`config.mk`:
```
export PLATFORM = sky130hd
export DESIGN_NAME = multi_sample_frame_deframer_core_flat
export DESIGN_NICKNAME = d
export VERILOG_FILES = /design/src/rtl/msfd_pkg.sv /design/src/rtl/msfd_if.sv /design/src/rtl/multi_sample_frame_deframer_core.sv /design/src/rtl/msfd_front.sv /design/src/rtl/msfd_fifo.sv /design/src/rtl/msfd_back.sv /design/src/flat_wrapper.sv
export SDC_FILE = /design/constraint.sdc
export NUM_CORES = 1
export LEC_CHECK = 0
export CAP_MARGIN = 40
export CORE_MARGIN = 2
export CORE_UTILIZATION = 59
export CTS_BUF_LIST = sky130_fd_sc_hd__clkbuf_8
export DETAILED_ROUTE_END_ITERATION = 12
export DONT_BUFFER_PORTS = 1
export GPL_TIMING_DRIVEN = 0
export PLACE_DENSITY = 0.78
export SYNTH_ARGS = -nofsm -noshare
export SYNTH_HDL_FRONTEND = slang
export SYNTH_SLANG_ARGS = --single-unit
export TNS_END_PERCENT = 10
```
`constraint.sdc`:
```
create_clock -name clk_i -period 5.4 [get_ports clk_i]
set_input_delay 0.54 -clock clk_i [delete_from_list [all_inputs] [get_ports clk_i]]
set_output_delay 0.54 -clock clk_i [all_outputs]
set_load 0.01 [all_outputs]
```
`src/rtl/msfd_pkg.sv`:
```
// Package of the frame deframer: types, codes and constants.
// Used by the interfaces, every RTL module and the checker; depends on nothing.
package msfd_pkg;

  localparam int unsigned FIFO_DEPTH  = 2;
  localparam int unsigned APB_ADDR_W  = 3;
  localparam int unsigned APB_DATA_W  = 32;

  // Register index, taken from the byte address above the word offset.
  localparam logic REG_EXPECT_HDR = 1'b0;

  localparam logic [9:0] ID_TRAILER  = 10'h3ff;
  localparam logic [4:0] IDX_TRAILER = 5'h1f;
  localparam logic [7:0] COUNT_MAX   = 8'hff;

  typedef enum logic [2:0] {
    PH_IDLE    = 3'd0,
    PH_RO_HDR  = 3'd1,
    PH_RSV     = 3'd2,
    PH_TS_LO   = 3'd3,
    PH_TS_HI   = 3'd4,
    PH_SHDR    = 3'd5,
    PH_PAYLOAD = 3'd6,
    PH_DONE    = 3'd7
  } phase_e;

  typedef enum logic [2:0] {
    KIND_RO_HDR  = 3'd0,
    KIND_RSV     = 3'd1,
    KIND_TS_LO   = 3'd2,
    KIND_TS_HI   = 3'd3,
    KIND_SHDR    = 3'd4,
    KIND_PAYLOAD = 3'd5,
    KIND_IGNORE  = 3'd6
  } kind_e;

  // One classified word, as the front hands it to the back.
  typedef struct packed {
    logic [31:0] word;
    logic        start;
    kind_e       kind;
    logic        last;
  } entry_t;

  typedef struct packed {
    kind_e       word_kind;
    logic [31:0] word_out;
    logic [7:0]  sample_index;
    logic [9:0]  link_id;
    logic        interest_flag;
    logic [7:0]  interest_index;
    logic        id_mismatch;
    logic        index_mismatch;
    logic        last_of_sample;
    logic [7:0]  contributor;
    logic [7:0]  subsystem;
    logic [63:0] stamp;
  } result_t;

endpackage

```
`src/rtl/msfd_if.sv`:
```
// Stream interfaces of the frame deframer: input words and result beats.
// Depends on msfd_pkg.
interface msfd_in_if;
  import msfd_pkg::*;
  logic        valid;
  logic        ready;
  logic [31:0] data_word;
  logic        frame_start;

  modport source (output valid, data_word, frame_start, input ready);
  modport sink   (input valid, data_word, frame_start, output ready);
endinterface

interface msfd_out_if;
  import msfd_pkg::*;
  logic        valid;
  logic        ready;
  logic [2:0]  word_kind;
  logic [31:0] word_out;
  logic [7:0]  sample_index;
  logic [9:0]  link_id;
  logic        interest_flag;
  logic [7:0]  interest_index;
  logic        id_mismatch;
  logic        index_mismatch;
  logic        last_of_sample;
  logic [7:0]  contributor;
  logic [7:0]  subsystem;
  logic [63:0] stamp;

  modport source (output valid, word_kind, word_out, sample_index, link_id, interest_flag,
                  interest_index, id_mismatch, index_mismatch, last_of_sample,
                  contributor, subsystem, stamp, input ready);
  modport sink   (input valid, word_kind, word_out, sample_index, link_id, interest_flag,
                  interest_index, id_mismatch, index_mismatch, last_of_sample,
                  contributor, subsystem, stamp, output ready);
endinterface

```
`src/rtl/multi_sample_frame_deframer_core.sv`:
```
// Top level of the multi-sample frame deframer: front, queue, back, APB register.
// Depends on msfd_pkg, msfd_if, msfd_front, msfd_fifo and msfd_back.
//
//   Channel   Direction  Handshake            Carries
//   in_i      in         valid / ready        data_word, frame_start
//   out_o     out        valid / ready        one classified result per input word
//   APB       in / out   psel, penable, ...   expect_readout_header at byte address 0
//
// Throughput is one word per clock while out_o is not stalled; the front phase register
// and the back counter registers each update once per word. An accepted input beat
// is written into the queue, then popped into the result register that drives out_o.
// Reset is asynchronous and active low; it empties the queue and the result register.
// A stalled output fills the queue first and only then drops in_i.ready.
module multi_sample_frame_deframer_core #(
  parameter int unsigned FifoDepth = msfd_pkg::FIFO_DEPTH
) (
  input  logic                               clk_i,
  input  logic                               rst_ni,
  msfd_in_if.sink                            in_i,
  msfd_out_if.source                         out_o,
  input  logic                               psel,
  input  logic                               penable,
  input  logic                               pwrite,
  input  logic [msfd_pkg::APB_ADDR_W-1:0]    paddr,
  input  logic [msfd_pkg::APB_DATA_W-1:0]    pwdata,
  output logic [msfd_pkg::APB_DATA_W-1:0]    prdata,
  output logic                               pready
);
  import msfd_pkg::*;

  logic   expect_hdr_q;
  logic   reg_sel;
  logic   cfg_write;

  logic   push_valid, push_ready;
  entry_t push_data;
  logic   pop_valid, pop_ready;
  entry_t pop_data;

  // Single register; the word offset bits of the address are not decoded.
  assign pready    = 1'b1;
  assign reg_sel   = (paddr[APB_ADDR_W-1:2] == REG_EXPECT_HDR);
  assign cfg_write = psel && penable && pwrite && pready && reg_sel;
  assign prdata    = reg_sel ? {{(APB_DATA_W-1){1'b0}}, expect_hdr_q} : '0;

  always_ff @(posedge clk_i or negedge rst_ni) begin
    if (!rst_ni) begin
      expect_hdr_q <= 1'b0;
    end else if (cfg_write) begin
      expect_hdr_q <= pwdata[0];
    end
  end

  // The front only knows the parse phase and the payload countdown; every
  // per-sample field lives in the back, so the two sides stall independently.
  msfd_front u_front (
    .clk_i        (clk_i),
    .rst_ni       (rst_ni),
    .expect_hdr_i (expect_hdr_q),
    .in_i         (in_i),
    .push_valid_o (push_valid),
    .push_ready_i (push_ready),
    .push_data_o  (push_data)
  );

  msfd_fifo #(
    .Depth (FifoDepth)
  ) u_fifo (
    .clk_i        (clk_i),
    .rst_ni       (rst_ni),
    .push_valid_i (push_valid),
    .push_ready_o (push_ready),
    .push_data_i  (push_data),
    .pop_valid_o  (pop_valid),
    .pop_ready_i  (pop_ready),
    .pop_data_o   (pop_data)
  );

  msfd_back u_back (
    .clk_i       (clk_i),
    .rst_ni      (rst_ni),
    .pop_valid_i (pop_valid),
    .pop_ready_o (pop_ready),
    .pop_data_i  (pop_data),
    .out_o       (out_o)
  );

endmodule

```
`src/rtl/msfd_front.sv`:
```
// Front of the frame deframer: accepts words and tracks the parse phase.
// Depends on msfd_pkg and msfd_if; feeds classified words into msfd_fifo.
module msfd_front (
  input  logic             clk_i,
  input  logic             rst_ni,
  input  logic             expect_hdr_i,
  msfd_in_if.sink          in_i,
  output logic             push_valid_o,
  input  logic             push_ready_i,
  output msfd_pkg::entry_t push_data_o
);
  import msfd_pkg::*;

  phase_e      phase_q, phase_d;
  logic [11:0] left_q, left_d;
  phase_e      cur_phase;
  logic        start;
  logic        accept;
  logic [11:0] left_eff;
  logic [11:0] left_dec;
  logic [9:0]  hdr_id;
  logic [4:0]  hdr_idx;
  logic [11:0] hdr_len;
  logic        is_trailer;

  assign in_i.ready   = push_ready_i;
  assign push_valid_o = in_i.valid;
  assign accept       = in_i.valid && push_ready_i;

  // A frame start, or any word straight after reset, restarts parsing.
  assign start     = in_i.frame_start || (phase_q == PH_IDLE);
  assign cur_phase = start ? (expect_hdr_i ? PH_RO_HDR : PH_SHDR) : phase_q;
  assign left_eff  = start ? 12'd0 : left_q;
  assign left_dec  = left_eff - 12'd1;

  assign hdr_id     = in_i.data_word[27:18];
  assign hdr_idx    = in_i.data_word[17:13];
  assign hdr_len    = in_i.data_word[11:0];
  assign is_trailer = (hdr_id == ID_TRAILER) && (hdr_idx == IDX_TRAILER);

  always_comb begin
    phase_d = cur_phase;
    left_d  = left_eff;
    case (cur_phase)
      PH_RO_HDR: phase_d = PH_RSV;
      PH_RSV:    phase_d = PH_TS_LO;
      PH_TS_LO:  phase_d = PH_TS_HI;
      PH_TS_HI:  phase_d = PH_SHDR;
      PH_SHDR: begin
        if (is_trailer) begin
          phase_d = PH_DONE;
        end else if (hdr_len != 12'd0) begin
          phase_d = PH_PAYLOAD;
          left_d  = hdr_len;
        end
      end
      PH_PAYLOAD: begin
        left_d = left_dec;
        if (left_dec == 12'd0) begin
          phase_d = PH_SHDR;
        end
      end
      default: phase_d = cur_phase;
    endcase
  end

  always_comb begin
    push_data_o.word  = in_i.data_word;
    push_data_o.start = start;
    push_data_o.kind  = KIND_IGNORE;
    push_data_o.last  = 1'b0;
    case (cur_phase)
      PH_RO_HDR: push_data_o.kind = KIND_RO_HDR;
      PH_RSV:    push_data_o.kind = KIND_RSV;
      PH_TS_LO:  push_data_o.kind = KIND_TS_LO;
      PH_TS_HI:  push_data_o.kind = KIND_TS_HI;
      PH_SHDR: begin
        if (!is_trailer) begin
          push_data_o.kind = KIND_SHDR;
          push_data_o.last = (hdr_len == 12'd0);
        end
      end
      PH_PAYLOAD: begin
        push_data_o.kind = KIND_PAYLOAD;
        push_data_o.last = (left_dec == 12'd0);
      end
      default: push_data_o.kind = KIND_IGNORE;
    endcase
  end

  always_ff @(posedge clk_i or negedge rst_ni) begin
    if (!rst_ni) begin
      phase_q <= PH_IDLE;
      left_q  <= 12'd0;
    end else if (accept) begin
      phase_q <= phase_d;
      left_q  <= left_d;
    end
  end

endmodule

```
`src/rtl/msfd_fifo.sv`:
```
// Short queue of classified words between the front and the back.
// Depends on msfd_pkg.
module msfd_fifo #(
  parameter int unsigned Depth = msfd_pkg::FIFO_DEPTH
) (
  input  logic             clk_i,
  input  logic             rst_ni,
  input  logic             push_valid_i,
  output logic             push_ready_o,
  input  msfd_pkg::entry_t push_data_i,
  output logic             pop_valid_o,
  input  logic             pop_ready_i,
  output msfd_pkg::entry_t pop_data_o
);
  import msfd_pkg::*;

  localparam int unsigned PtrW = (Depth > 1) ? $clog2(Depth) : 1;
  localparam int unsigned CntW = $clog2(Depth + 1);

  entry_t          mem_q [Depth];
  logic [PtrW-1:0] wr_ptr_q, rd_ptr_q;
  logic [CntW-1:0] count_q;
  logic            push, pop;

  assign push_ready_o = (count_q != CntW'(Depth));
  assign pop_valid_o  = (count_q != '0);
  assign pop_data_o   = mem_q[rd_ptr_q];
  assign push         = push_valid_i && push_ready_o;
  assign pop          = pop_valid_o && pop_ready_i;

  always_ff @(posedge clk_i) begin
    if (push) begin
      mem_q[wr_ptr_q] <= push_data_i;
    end
  end

  always_ff @(posedge clk_i or negedge rst_ni) begin
    if (!rst_ni) begin
      wr_ptr_q <= '0;
      rd_ptr_q <= '0;
      count_q  <= '0;
    end else begin
      if (push) begin
        wr_ptr_q <= (wr_ptr_q == PtrW'(Depth - 1)) ? '0 : wr_ptr_q + PtrW'(1);
      end
      if (pop) begin
        rd_ptr_q <= (rd_ptr_q == PtrW'(Depth - 1)) ? '0 : rd_ptr_q + PtrW'(1);
      end
      if (push && !pop) begin
        count_q <= count_q + CntW'(1);
      end else if (pop && !push) begin
        count_q <= count_q - CntW'(1);
      end
    end
  end

endmodule

```
`src/rtl/msfd_back.sv`:
```
// Back of the frame deframer: sample counting, header fields, result register.
// Depends on msfd_pkg and msfd_if; drains classified words from msfd_fifo.
module msfd_back (
  input  logic             clk_i,
  input  logic             rst_ni,
  input  logic             pop_valid_i,
  output logic             pop_ready_o,
  input  msfd_pkg::entry_t pop_data_i,
  msfd_out_if.source       out_o
);
  import msfd_pkg::*;

  logic [7:0]  count_q, count_d;
  logic [9:0]  last_id_q, last_id_d;
  logic [7:0]  interest_q, interest_d;
  logic [7:0]  contrib_q, contrib_d;
  logic [7:0]  subsys_q, subsys_d;
  logic [31:0] stamp_lo_q, stamp_lo_d;
  logic        cur_soi_q, cur_soi_d;
  logic        out_valid_q;
  result_t     res_q, res_d;

  logic [7:0]  count_b, count_inc;
  logic [9:0]  hdr_id;
  logic [4:0]  hdr_idx;
  logic        hdr_soi;
  logic        pop;
  logic [31:0] w;

  assign pop_ready_o = !out_valid_q || out_o.ready;
  assign pop         = pop_valid_i && pop_ready_o;

  assign w         = pop_data_i.word;
  assign hdr_id    = w[27:18];
  assign hdr_idx   = w[17:13];
  assign hdr_soi   = w[12];
  assign count_b   = pop_data_i.start ? 8'd0 : count_q;
  assign count_inc = (count_b == COUNT_MAX) ? count_b : count_b + 8'd1;

  always_comb begin
    // A frame start clears the per-frame state before the word is handled.
    count_d    = count_b;
    last_id_d  = last_id_q;
    interest_d = interest_q;
    contrib_d  = pop_data_i.start ? 8'd0 : contrib_q;
    subsys_d   = pop_data_i.start ? 8'd0 : subsys_q;
    stamp_lo_d = pop_data_i.start ? 32'd0 : stamp_lo_q;
    cur_soi_d  = pop_data_i.start ? 1'b0 : cur_soi_q;

    res_d                = '0;
    res_d.word_kind      = pop_data_i.kind;
    res_d.word_out       = w;

    case (pop_data_i.kind)
      KIND_RO_HDR: begin
        contrib_d = w[23:16];
        subsys_d  = w[15:8];
      end
      KIND_TS_LO: stamp_lo_d = w;
      KIND_TS_HI: res_d.stamp = {w, stamp_lo_d};
      KIND_SHDR: begin
        res_d.id_mismatch    = (count_b != 8'd0) && (last_id_q != hdr_id);
        res_d.index_mismatch = (count_b != {3'd0, hdr_idx});
        res_d.sample_index   = count_b;
        res_d.link_id        = hdr_id;
        res_d.interest_flag  = hdr_soi;
        res_d.last_of_sample = pop_data_i.last;
        last_id_d            = hdr_id;
        cur_soi_d            = hdr_soi;
        if (hdr_soi) begin
          interest_d = count_b;
        end
        if (pop_data_i.last) begin
          count_d = count_inc;
        end
      end
      KIND_PAYLOAD: begin
        res_d.sample_index   = count_b;
        res_d.link_id        = last_id_q;
        res_d.interest_flag  = cur_soi_d;
        res_d.last_of_sample = pop_data_i.last;
        if (pop_data_i.last) begin
          count_d = count_inc;
        end
      end
      default: res_d.stamp = 64'd0;
    endcase

    res_d.interest_index = interest_d;
    res_d.contributor    = contrib_d;
    res_d.subsystem      = subsys_d;
  end

  always_ff @(posedge clk_i or negedge rst_ni) begin
    if (!rst_ni) begin
      count_q     <= 8'd0;
      last_id_q   <= 10'd0;
      interest_q  <= 8'd0;
      contrib_q   <= 8'd0;
      subsys_q    <= 8'd0;
      stamp_lo_q  <= 32'd0;
      cur_soi_q   <= 1'b0;
      out_valid_q <= 1'b0;
    end else begin
      if (pop) begin
        count_q     <= count_d;
        last_id_q   <= last_id_d;
        interest_q  <= interest_d;
        contrib_q   <= contrib_d;
        subsys_q    <= subsys_d;
        stamp_lo_q  <= stamp_lo_d;
        cur_soi_q   <= cur_soi_d;
        out_valid_q <= 1'b1;
      end else if (out_o.ready) begin
        out_valid_q <= 1'b0;
      end
    end
  end

  always_ff @(posedge clk_i) begin
    if (pop) begin
      res_q <= res_d;
    end
  end

  assign out_o.valid          = out_valid_q;
  assign out_o.word_kind      = res_q.word_kind;
  assign out_o.word_out       = res_q.word_out;
  assign out_o.sample_index   = res_q.sample_index;
  assign out_o.link_id        = res_q.link_id;
  assign out_o.interest_flag  = res_q.interest_flag;
  assign out_o.interest_index = res_q.interest_index;
  assign out_o.id_mismatch    = res_q.id_mismatch;
  assign out_o.index_mismatch = res_q.index_mismatch;
  assign out_o.last_of_sample = res_q.last_of_sample;
  assign out_o.contributor    = res_q.contributor;
  assign out_o.subsystem      = res_q.subsystem;
  assign out_o.stamp          = res_q.stamp;

endmodule

```
`src/flat_wrapper.sv`:
```
// flat-port wrapper written by rule: the top's interface ports become plain ports
module multi_sample_frame_deframer_core_flat import msfd_pkg::*;
#(
  parameter int unsigned FifoDepth = msfd_pkg::FIFO_DEPTH
)
  (clk_i, rst_ni, psel, penable, pwrite, paddr, pwdata, prdata, pready, in_i_valid, in_i_data_word, in_i_frame_start, in_i_ready, out_o_valid, out_o_word_kind, out_o_word_out, out_o_sample_index, out_o_link_id, out_o_interest_flag, out_o_interest_index, out_o_id_mismatch, out_o_index_mismatch, out_o_last_of_sample, out_o_contributor, out_o_subsystem, out_o_stamp, out_o_ready);
  msfd_in_if in_i_i ();
  msfd_out_if out_o_i ();
  input  logic clk_i;
  input  logic rst_ni;
  input  logic psel;
  input  logic penable;
  input  logic pwrite;
  input  logic [msfd_pkg::APB_ADDR_W-1:0] paddr;
  input  logic [msfd_pkg::APB_DATA_W-1:0] pwdata;
  output logic [msfd_pkg::APB_DATA_W-1:0] prdata;
  output logic pready;
  input wire logic [$bits(in_i_i.valid)-1:0] in_i_valid;
  input wire logic [$bits(in_i_i.data_word)-1:0] in_i_data_word;
  input wire logic [$bits(in_i_i.frame_start)-1:0] in_i_frame_start;
  output wire logic [$bits(in_i_i.ready)-1:0] in_i_ready;
  output wire logic [$bits(out_o_i.valid)-1:0] out_o_valid;
  output wire logic [$bits(out_o_i.word_kind)-1:0] out_o_word_kind;
  output wire logic [$bits(out_o_i.word_out)-1:0] out_o_word_out;
  output wire logic [$bits(out_o_i.sample_index)-1:0] out_o_sample_index;
  output wire logic [$bits(out_o_i.link_id)-1:0] out_o_link_id;
  output wire logic [$bits(out_o_i.interest_flag)-1:0] out_o_interest_flag;
  output wire logic [$bits(out_o_i.interest_index)-1:0] out_o_interest_index;
  output wire logic [$bits(out_o_i.id_mismatch)-1:0] out_o_id_mismatch;
  output wire logic [$bits(out_o_i.index_mismatch)-1:0] out_o_index_mismatch;
  output wire logic [$bits(out_o_i.last_of_sample)-1:0] out_o_last_of_sample;
  output wire logic [$bits(out_o_i.contributor)-1:0] out_o_contributor;
  output wire logic [$bits(out_o_i.subsystem)-1:0] out_o_subsystem;
  output wire logic [$bits(out_o_i.stamp)-1:0] out_o_stamp;
  input wire logic [$bits(out_o_i.ready)-1:0] out_o_ready;
  assign in_i_i.valid = in_i_valid;
  assign in_i_i.data_word = in_i_data_word;
  assign in_i_i.frame_start = in_i_frame_start;
  assign in_i_ready = in_i_i.ready;
  assign out_o_valid = out_o_i.valid;
  assign out_o_word_kind = out_o_i.word_kind;
  assign out_o_word_out = out_o_i.word_out;
  assign out_o_sample_index = out_o_i.sample_index;
  assign out_o_link_id = out_o_i.link_id;
  assign out_o_interest_flag = out_o_i.interest_flag;
  assign out_o_interest_index = out_o_i.interest_index;
  assign out_o_id_mismatch = out_o_i.id_mismatch;
  assign out_o_index_mismatch = out_o_i.index_mismatch;
  assign out_o_last_of_sample = out_o_i.last_of_sample;
  assign out_o_contributor = out_o_i.contributor;
  assign out_o_subsystem = out_o_i.subsystem;
  assign out_o_stamp = out_o_i.stamp;
  assign out_o_i.ready = out_o_ready;
  multi_sample_frame_deframer_core #(.FifoDepth(FifoDepth)) u_core (.clk_i(clk_i), .rst_ni(rst_ni), .in_i(in_i_i), .out_o(out_o_i), .psel(psel), .penable(penable), .pwrite(pwrite), .paddr(paddr), .pwdata(pwdata), .prdata(prdata), .pready(pready));
endmodule
```
; ---- Word-level counts from Yosys, hierarchy flattened
; Memory sizes are Yosys's and may differ from the RTL's.
; Cells that the tools add are included.
[totals]
ff_bits = 241
ramBits = 74
inputBits = 75
elab_cells = 112
n_memories = 1
[memory_table]
columns = memory, depth, word_bits, rd, rd_clocked_by_memory_dff, write_ports, line
row1 = u_core.u_fifo.mem_q, 2, 37, 1, 0, 1, msfd_fifo.sv:20  ; entry_t mem_q [Depth];
[classes]
add_sub_neg = 6
eq_ne = 16
n_mux = 37
bitwise_logic = 1
reduce_logical = 25
[op_table]
columns = cell, count
row1 = $mux 8, 10
row2 = $mux 32, 2
row3 = $pmux 19 s2, 1
row4 = $mux 12, 3
row5 = $pmux 3 s6, 2
row6 = $logic_not 12->1, 2
row7 = $pmux 12 s2, 1
row8 = $mux 3, 6
row9 = $eq 3x3->1 const B, 5
row10 = $eq 3x2->1 const B, 4
row11 = $reduce_bool 12->1, 1
row12 = $sub 12x1->12 const B, 1
row13 = $eq 10x10->1 const B, 1
row14 = $ne 10x10->1, 1
row15 = $logic_and 1x1->1, 9
row16 = $mux 1, 9
row17 = $add 8x1->8 const B, 1
row18 = $eq 8x8->1 const B, 1
row19 = $ne 8x5->1, 1
row20 = $reduce_bool 8->1, 1
row21 = $logic_not 3->1, 2
row22 = $reduce_bool 2->1, 3
row23 = $eq 5x5->1 const B, 1
row24 = $mux 2, 2
row25 = other kinds (11), 15

; ---- Depth between registers and ports, before layout
; Gate-level depths: netlist (run 1).
[logic_depth]
word_depth = 7
ltp_mapped = 15
depth_no_buf = 10

; ---- Hierarchy
; From an unflattened synthesis (run 1), not the netlist that was laid out.
[hier_totals]
cells_unflattened = 984
hier_area_um2 = 13549.2
[modules_own_cells]
columns = module, n_inst, cells_per_inst, area_per_inst_um2
row1 = msfd_back, 1, 595, 8617.0
row2 = msfd_fifo, 1, 133, 2946.6
row3 = msfd_front, 1, 218, 1684.1
row4 = multi_sample_frame_deframer_core, 1, 38, 301.5

; ---- Worst setup path after synthesis (run 1)
; No wires, ideal clock.
[synth_path]
kind = input-to-reg
from = input out_o_ready
to = register u_core.u_back.count_q[2]
setup_ps = 140
t_arrival_ps = 5928
setup_slack_ps = -667
cell_stages = 7
path_buffers = 2
path_cell_list = nand2b_1 > o21ai_1 > inv_1 > clkbuf_1 > clkbuf_1 > a31oi_1 > a21oi_1
[synth_via]
elab_chain_cells = 2
[synth_rtl]
columns = item, line
row1 = "start, declared", flat_wrapper.sv:35  ; input wire logic [$bits(out_o_i.ready)-1:0] out_o_ready;
row2 = $logic_or 1x1->1, msfd_back.sv:30  ; assign pop_ready_o = !out_valid_q || out_o.ready;
row3 = $logic_and 1x1->1, msfd_back.sv:31  ; assign pop = pop_valid_i && pop_ready_o;
row4 = named net u_core.u_back.pop, msfd_back.sv:27  ; logic pop;
row5 = "end signal, assigned", msfd_back.sv:106  ; count_q <= count_d;
row6 = "end, declared", msfd_back.sv:13  ; logic [7:0] count_q, count_d;
; The timed path passes the listed nets, and every way through them passes these cells.
; A chain may end at the register's enable or synchronous reset.

==> summary.md, run 1 <==
| Metric | Value |
|---|---|
| Grt ovf | `0` |
| # hold bufs at CTS | `2` |
| Internal | `around 5400 uW` |
| TritonCTS Buffers | `50` |
| Crit start category | `register` |
| Hold endpoint | `u_core.u_fifo.mem_q[1][24]$_DFFE_PP_` |
| RR Startpoint | `u_core.u_front.phase_q[1]$_DFFE_PN0P_` |
| Vias per Instance | `5.80` |
| Final setup fails | `0` |
| Clock power frac | `22.9%` |
| Die footprint | `23,200 um2` |
| Gate power share | `26.7%` |
| Power Total | `about 8500 uW` |
| Cell Pwr Density | `582 nW/um2` |
| First drt pass iteration count | `5` |
| LEAKAGE | `0.00595 uW` |
| GR met1 Demand/Resource | `between 30% and 40%` |
| Non-Filler Instances | `1,431` |
| Unique cell type count in the Yosys netlist | `60` |
| Crit-path max cell delay | `about 0.46 ns` |
| Top cell types by occurrence after synthesis | `edfxtp_1, dfrtp_1, nand2_1` |
| CTS tree | `yes` |
| Status | `complete, no violations` |
| GP Congestion | `0.906` |
| Initial Utilization | `59.9%` |
| RSZ-0062 raised after global routing | `false` |
| Ant. Diodes | `0` |
| Top Usage Layer GRT | `met2` |
| Setup_tns | `0 ns` |
| Row count | `54` |
| Fin crit period | `3.82 ns` |
| Maximum vdd drop | `0.000341 V` |
| Number of max-cap violations | `0` |
| Port bufs | `0` |
| Number of synthesized flops with an enable pin | `219` |
| Antenna violations before repair | `0` |
| H-tree levels | `2` |
| Share of power burned in registers | `about half` |
| Final wirelength | `30,000 um` |
| Layout area overhead | `12.5%` |
| P_sw | `3110 uW` |
| FF-to-FF End | `u_core.u_fifo.mem_q[0][0]$_DFFE_PP_` |
| # placed instances | `1,335` |
| Most used cell along the critical path | `clkbuf_1` |
| Worst Path Buf+Inv | `4` |
| Sw frac | `between 30 and 40%` |
| Synth Instances | `slightly above 1,000` |
| I/O pin count | `around 260` |
| Largest net degree at the start of global routing | `97` |
| Post-detail-place hpwl | `19,900 um` |
| Met3 Use GR | `6.85%` |
| Antenna viol nets, final | `0` |
| Rel. slew slack | `between 30 and 40%` |
| Pins over their slew limit | `0` |
| YS warnings | `0` |
| Sink Count | `315` |
| Hold depth | `0` |
| Highest Clock Rate | `roughly 260 MHz` |
| Max Clock Skew | `0.0209 ns` |
| Sequential Area | `roughly 9000 um2` |
| Slowest CP cell | `or3_1` |
| Worst Reg-to-Reg Cells | `13` |
| Top post-synthesis cells by area | `edfxtp_1, dfrtp_1, mux2i_1, nand2_1, nor2_1` |
| Post-CTS Setup Inserts | `0` |
| WP data required | `5.81 ns` |
| Synth Register Bits | `between 300 and 400` |
| Crit path kind | `reg2reg` |
| Core area | `21,700 um2` |
| Sequential cell area fraction in the yosys report | `roughly 69%` |
| Net count, final | `1,190` |
| Die Wd | `about 150 um` |
| Multi-input gate area | `3510 um2` |
| Clk root buf | `clkbuf_8` |
| Cell taking the most area after synthesis | `edfxtp_1` |
| Yosys top cell area share | `50.7%` |
| Maximum clock insertion buffer count | `3` |
| Initial DRC Count | `749` |
| Count leader, synth | `edfxtp_1` |
| Clk pin slew, worst setup/hold paths | `0.06 ns` |
| Critical path's top delay family | `simple AND/OR/NAND/NOR gates` |
| Via count | `8,302` |
| Wire per inst | `21.0 um` |
| Clock Latency Late Sink | `0.57 ns` |
| Hold Path Class | `in2reg` |
| Fillers | `1,515` |
| Post-CTS Resized | `0` |
| Final hold vios | `0` |
| Critical path cell sequence | `clkbuf_1 -> or3_1 -> and2_1 -> clkbuf_1 -> nand2_1 -> ha_1 -> clkbuf_1 -> inv_1 -> o2111ai_1 -> or3b_1 -> nor4b_2 -> nand4_1 -> nand2_1` |
| DRC violations left | `0` |
| GRT Overall Usage | `between 20% and 30%` |
| R2R setup slack | `1.58 ns` |
| Worst Setup End Kind | `register` |
| Hold Startpoint | `in_i_data_word[19]` |
| Worst Max-Slew Pin Slew | `approximately 0.91 ns` |
| Die height | `152 um` |
| Synth Area per Inst | `12.8 um2` |
| Number of global-route vias before repair | `8,071` |
| First-pass GRT wire length | `45,600 um` |
| CP max FO | `10` |
| Period utilisation layout | `between 70% and 80%` |
| Synthesized cell area | `13,000 um2` |
| Layout cells sized above 1 | `roughly 13%` |
| Primary FF master, synth | `edfxtp_1` |
| Worst path arrival time | `4.23 ns` |
| Met2 usage | `42.0%` |
| Async S/R FF share, synth | `30.5%` |
[cells by family (layout without fill, tap and decap cells)]
| kind of cell | after synthesis | in the layout | synth area share, % |
|---|---|---|---|
| AND/OR/NAND/NOR | 304 | 304 | 11.3 |
| AO/OA/AOI/OAI | 179 | 179 | 8.09 |
| XOR/XNOR | 24 | 24 | 1.62 |
| adder cells (fa/ha/maj) | 5 | 5 | 0.482 |
| flip-flops | 315 | 315 | 69.2 |
| buffers and inverters | 131 | 236 | 4.76 |
| multiplexers | 56 | 56 | 4.51 |
| other | 2 | 32 | 0.0578 |
[cell type report]
cell class	count	share of cell area, %
buffer	85	3.12
clock buffer	58	5.47
clock inverter	35	1.19
inverter	46	1.18
multi-input combinational	600	24.0
sequential	315	61.5
tap	280	2.40
timing repair buffer	12	1.16
[how the worst max path moves through the flow]
stage	slack, ns	start	end	cells after the start
3_3_place_gp	0.39	out_o_ready	u_core.u_back.count_q[2]$_DFFE_PN0P_	7
5_1_grt	1.37	u_core.u_front.phase_q[1]$_DFFE_PN0P_	u_core.u_fifo.mem_q[0][0]$_DFFE_PP_	13
2_1_floorplan	1.65	out_o_ready	u_core.u_back.count_q[2]$_DFFE_PN0P_	7
3_5_place_dp	1.67	u_core.u_front.phase_q[1]$_DFFE_PN0P_	u_core.u_fifo.mem_q[0][0]$_DFFE_PP_	13
4_1_cts	1.63	u_core.u_front.phase_q[1]$_DFFE_PN0P_	u_core.u_fifo.mem_q[0][0]$_DFFE_PP_	13
6_report	1.58	u_core.u_front.phase_q[1]$_DFFE_PN0P_	u_core.u_fifo.mem_q[0][0]$_DFFE_PP_	13
[stage by stage]
step | hold slack (ns) | utilization (%) | instance area (um2) | setup WS, ns
floorplan | 0.244 | - | 13100 | 1.65
global placement | 0.249 | 62.0 | 13400 | 0.390
detailed placement | 0.248 | 62.7 | 13600 | 1.67
CTS | 0.0307 | 67.3 | 14600 | 1.63
global route | 0.0318 | 67.3 | 14600 | 1.37
finish | 0.0611 | 67.3 | 14600 | 1.58
[placed cells by master, fill, tap and decap left out, types with 12 or more instances in the layout]
cell type | synthesis | final
inv_1 | 42 | 63
and2_1 | 37 | 37
buf_4 | 32 | 37
clkbuf_8 | 0 | 59
clkbuf_1 | 46 | 45
a31oi_1 | 13 | 13
edfxtp_1 | 219 | 219
mux2_2 | 20 | 20
xor2_1 | 15 | 15
a21oi_1 | 29 | 29
mux2i_1 | 36 | 36
nor2_1 | 80 | 79
a211oi_1 | 12 | 12
o21ai_0 | 44 | 44
conb_1 | 2 | 32
o21ai_1 | 49 | 49
dfrtp_1 | 96 | 96
nand3_1 | 28 | 28
nand2_1 | 93 | 93
[sequential cells by signal, indices dropped and copies added (netlist names), 2 cells and up]
name and flops:
u_core.u_back.count_q 8, u_core.u_back.contrib_q 8, u_core.u_back.interest_q 8, u_core.u_front.left_q 12
u_core.u_back.out_o.contributor 8, u_core.u_back.stamp_lo_q 32, u_core.u_back.out_o.word_kind 3, u_core.u_back.out_o.stamp 64
u_core.u_back.out_o.word_out 32, u_core.u_back.out_o.link_id 10, u_core.u_back.out_o.sample_index 8, u_core.u_back.subsys_q 8
u_core.u_front.phase_q 3, u_core.u_back.last_id_q 10, u_core.u_fifo.count_q 2, u_core.u_back.out_o.subsystem 8
u_core.u_fifo.mem_q 74, u_core.u_back.out_o.interest_index 8
[power groups by stage]
stage               Clock (uW)  Combinational, uW  Sequential [uW]
finish                    1950               2260             4290
global route              2060               2470             4350
CTS                       1970               2240             4300
detailed placement           0               2210             4340
global placement             0               2040             4360
floorplan                    0               1540             4190
[worst register-to-register path, stage by stage, from the launching register on]
cell,delay [ns]
dfrtp_1,0.35
clkbuf_1,0.19
or3_1,0.46
and2_1,0.22
clkbuf_1,0.27
nand2_1,0.21
ha_1,0.16
clkbuf_1,0.28
inv_1,0.20
o2111ai_1,0.21
or3b_1,0.42
nor4b_2,0.35
nand4_1,0.21
nand2_1,0.16
[per-layer routing]
metal	wire [um]	part of all wire, %
met5	0	0
met4	653	2.2
met3	2430	8.1
met2	15100	50
met1	11900	40
No activity file was read; power rests on OpenSTA's default activity.
==> inputs of run 2 (changes only) <==
- clock period: 5.4 -> 3.36 ns (I/O delays scaled with it)
==> run 2 against run 1 <==
Net effect: core utilization rose by 1.1 points; clock power rose by 41%; largest power group unchanged; setup slack got worse by 1.4 ns; final area rose by 1.7%; critical path depth fell by 2; largest cell class unchanged; maximum frequency rose by 20%; combinational power rose by 63%; register-to-register slack got worse by 1.4 ns; highest routed layer unchanged.
==> summary.md, run 2 (same netlist as run 1, synthesis figures left out) <==
| Metric | Value |
|---|---|
| Status | `complete, no violations` |
| Clk pin slew, worst setup/hold paths | `0.06 ns (about the same)` |
| Fillers | `1,506 (-0.59%)` |
| GP Congestion | `0.898 (-0.85%)` |
| Max reg flops | `74 (unchanged)` |
| Via count | `8,447 (+1.7%)` |
| TritonCTS Buffers | `48 (-4.0%)` |
| Sink Count | `315 (unchanged)` |
| Max Clock Skew | `0.00942 ns (-0.0115 ns)` |
| RSZ-0062 raised after global routing | `false` |
| Ant. Diodes | `0 (unchanged)` |
| Hold Path Class | `in2reg` |
| WP data required | `3.77 ns (-2.04 ns)` |
| Final hold vios | `0 (unchanged)` |
| Layout cells sized above 1 | `11.9% (-1.1 points)` |
| DRC violations left | `0 (unchanged)` |
| Pins over their slew limit | `0 (unchanged)` |
| Post-route cell area | `14,900 um2 (+1.7%)` |
| Initial Utilization | `59.9% (unchanged)` |
| H-tree levels | `2 (unchanged)` |
| Critical path cell sequence | `clkbuf_1 -> or3_4 -> and2_4 -> nand2_1 -> ha_4 -> inv_1 -> o2111ai_1 -> or3b_4 -> nor4b_4 -> nand4_1 -> nand2_1` |
| Final wirelength | `29,700 um (-0.97%)` |
| Worst path arrival time | `3.60 ns (-0.63 ns)` |
| Highest Clock Rate | `314 MHz (+20%)` |
| Crit path to | `u_core.u_fifo.mem_q[1][0]$_DFFE_PP_` |
| Final setup fails | `0 (unchanged)` |
| Most flop-heavy register | `u_core.u_fifo.mem_q` |
| RR Startpoint | `u_core.u_front.phase_q[1]$_DFFE_PN0P_` |
| Die height | `152 um (unchanged)` |
| CP startpoint | `u_core.u_front.phase_q[1]$_DFFE_PN0P_` |
| Antenna viol nets, final | `0 (unchanged)` |
| Clock Latency Late Sink | `0.55 ns (-0.02 ns)` |
| GRT Overall Usage | `25.2% (-0.083 points)` |
| Initial DRC Count | `607 (-19%)` |
| Crit start category | `register` |
| Number of global-route vias before repair | `7,979 (-1.1%)` |
| Clk root buf | `clkbuf_8` |
| Post-detail-place hpwl | `19,400 um (-2.7%)` |
| Period utilisation layout | `94.9% (+24 points)` |
| Worst Setup End Kind | `register` |
| Row count | `54 (unchanged)` |
| Crit path kind | `reg2reg` |
| FF-to-FF End | `u_core.u_fifo.mem_q[1][0]$_DFFE_PP_` |
| CTS tree | `yes` |
| Port bufs | `0 (unchanged)` |
| Worst Max-Slew Pin Slew | `0.848 ns (-0.0633 ns)` |
| Most frequent cells in the layout | `edfxtp_1, dfrtp_1, nand2_1` |
| Core area | `21,700 um2 (unchanged)` |
| Post-CTS Setup Inserts | `0 (unchanged)` |
| Slowest CP cell | `or3_4` |
| Worst Reg-to-Reg Cells | `11 (-2)` |
| Layout area overhead | `14.4%` |
| First-pass GRT wire length | `45,700 um (+0.21%)` |
| I/O pin count | `255 (unchanged)` |
| Net count, final | `1,221 (+2.6%)` |
| Post-layout util | `68.5% (+1.1 points)` |
| Number of max-cap violations | `0 (unchanged)` |
| Fin crit period | `3.19 ns (-0.628 ns)` |
| Hold Startpoint | `in_i_data_word[8]` |
| First drt pass iteration count | `5 (unchanged)` |
| Die footprint | `23,200 um2 (unchanged)` |
| Most common cell after layout, fill and taps aside | `edfxtp_1` |
| Crit-path max cell delay | `0.44 ns (-0.02 ns)` |
| Wire per inst | `20.4 um (-2.8%)` |
| R2R setup slack | `0.17 ns (-1.41 ns)` |
| Post-DP Area | `13,600 um2 (unchanged)` |
| Antenna violations before repair | `0 (unchanged)` |
| Rel. slew slack | `41.8% (+4.3 points)` |
| Grt ovf | `0 (unchanged)` |
| Largest net degree at the start of global routing | `110 (+13%)` |
| Vias per Instance | `5.79 (-0.14%)` |
| Maximum clock insertion buffer count | `3 (unchanged)` |
| LEAKAGE | `0.00603 uW (+1.4%)` |
| Maximum vdd drop | `0.000514 V (+51%)` |
| Most used cell along the critical path | `nand2_1` |
| Cell Pwr Density | `897 nW/um2 (+54%)` |
| Die Wd | `152 um (unchanged)` |
| CP max FO | `12 (+2)` |
[run 2: changes by cell type in the layout (fill, tap and decap cells not counted), sizes merged]
cell         before  now
buf              49   48
bufinv            1    0
dlygate4sd3       1   37
clkbuf          105   94
inv              67   70
clkinv           11   12
[run 2: worst min path at each step]
stage | end | slack, ns | cells after the start
floorplan | u_core.expect_hdr_q$_DFFE_PN0P_ | 0.04 | 0
global placement | u_core.u_back.interest_q[5]$_DFFE_PN0P_ | 0.05 | 0
detailed placement | u_core.u_back.out_o.valid$_DFFE_PN0P_ | 0.04 | 0
CTS | u_core.u_front.left_q[8]$_DFFE_PN0P_ | 0.01 | 3
global route | u_core.u_front.left_q[8]$_DFFE_PN0P_ | 0.03 | 3
finish | u_core.u_front.left_q[8]$_DFFE_PN0P_ | 0.04 | 3
[run 2: per-stage QoR]
step                      hold WS [ns]  worst slack, ns  power, uW  TNS [ns]  cells
after floorplan                 0.0404            0.228       9180         0   1046
after global placement          0.0470           -0.867      10200    -78.14   1326
after detailed placement        0.0446           -0.411      10500     -2.29   1335
after CTS                       0.0109           0.0212      13300         0   1458
after global routing            0.0328           0.0178      14000         0   1458
final                           0.0366            0.173      13300         0   1458
[run 2: power breakdown]
part           switching (uW)  leakage (uW)  total [uW]  internal [uW]
Combinational            2470       0.00214        3680           1210
Clock                    1400      0.000504        2750           1350
Sequential               1040       0.00339        6890           5850
Total                    4910       0.00603       13300           8410
[run 2: cell type report]
cell class / count / area [um2] / share of cell area [%]
Buffer: 82 / 453 / 3.05
Clock inverter: 38 / 153 / 1.03
Tap cell: 280 / 350 / 2.36
Inverter: 46 / 173 / 1.16
Sequential cell: 315 / 8980 / 60.5
Timing Repair Buffer: 48 / 529 / 3.56
Multi-Input combinational cell: 600 / 3540 / 23.8
Clock buffer: 49 / 674 / 4.54
[run 2: what timing repair did]
action | 4_1_cts | 5_1_grt
hold buffers | 38 | 0
setup endpoints to repair | 12 | 10
gates resized for setup | 5 | 8
hold endpoints to repair | 171 | 0
pin swaps | 0 | 0
[run 2: routing by layer]
metal | vias up | global-route usage [%] | routed length, um
li1 | 3849 | - | -
met1 | 4115 | 33.1 | 11600
met2 | 423 | 41.2 | 14700
met3 | 60 | 7.14 | 2690
met4 | 0 | 7.79 | 746
met5 | - | 0 | 0
[run 2: worst max-delay path, delay by kind of cell (launching register included)]
family	cells	cell delay, ns
AO/OA/AOI/OAI	1	0.23
adder cells (fa/ha/maj)	1	0.20
buffers and inverters	2	0.31
flip-flops	1	0.36
AND/OR/NAND/NOR	7	1.92
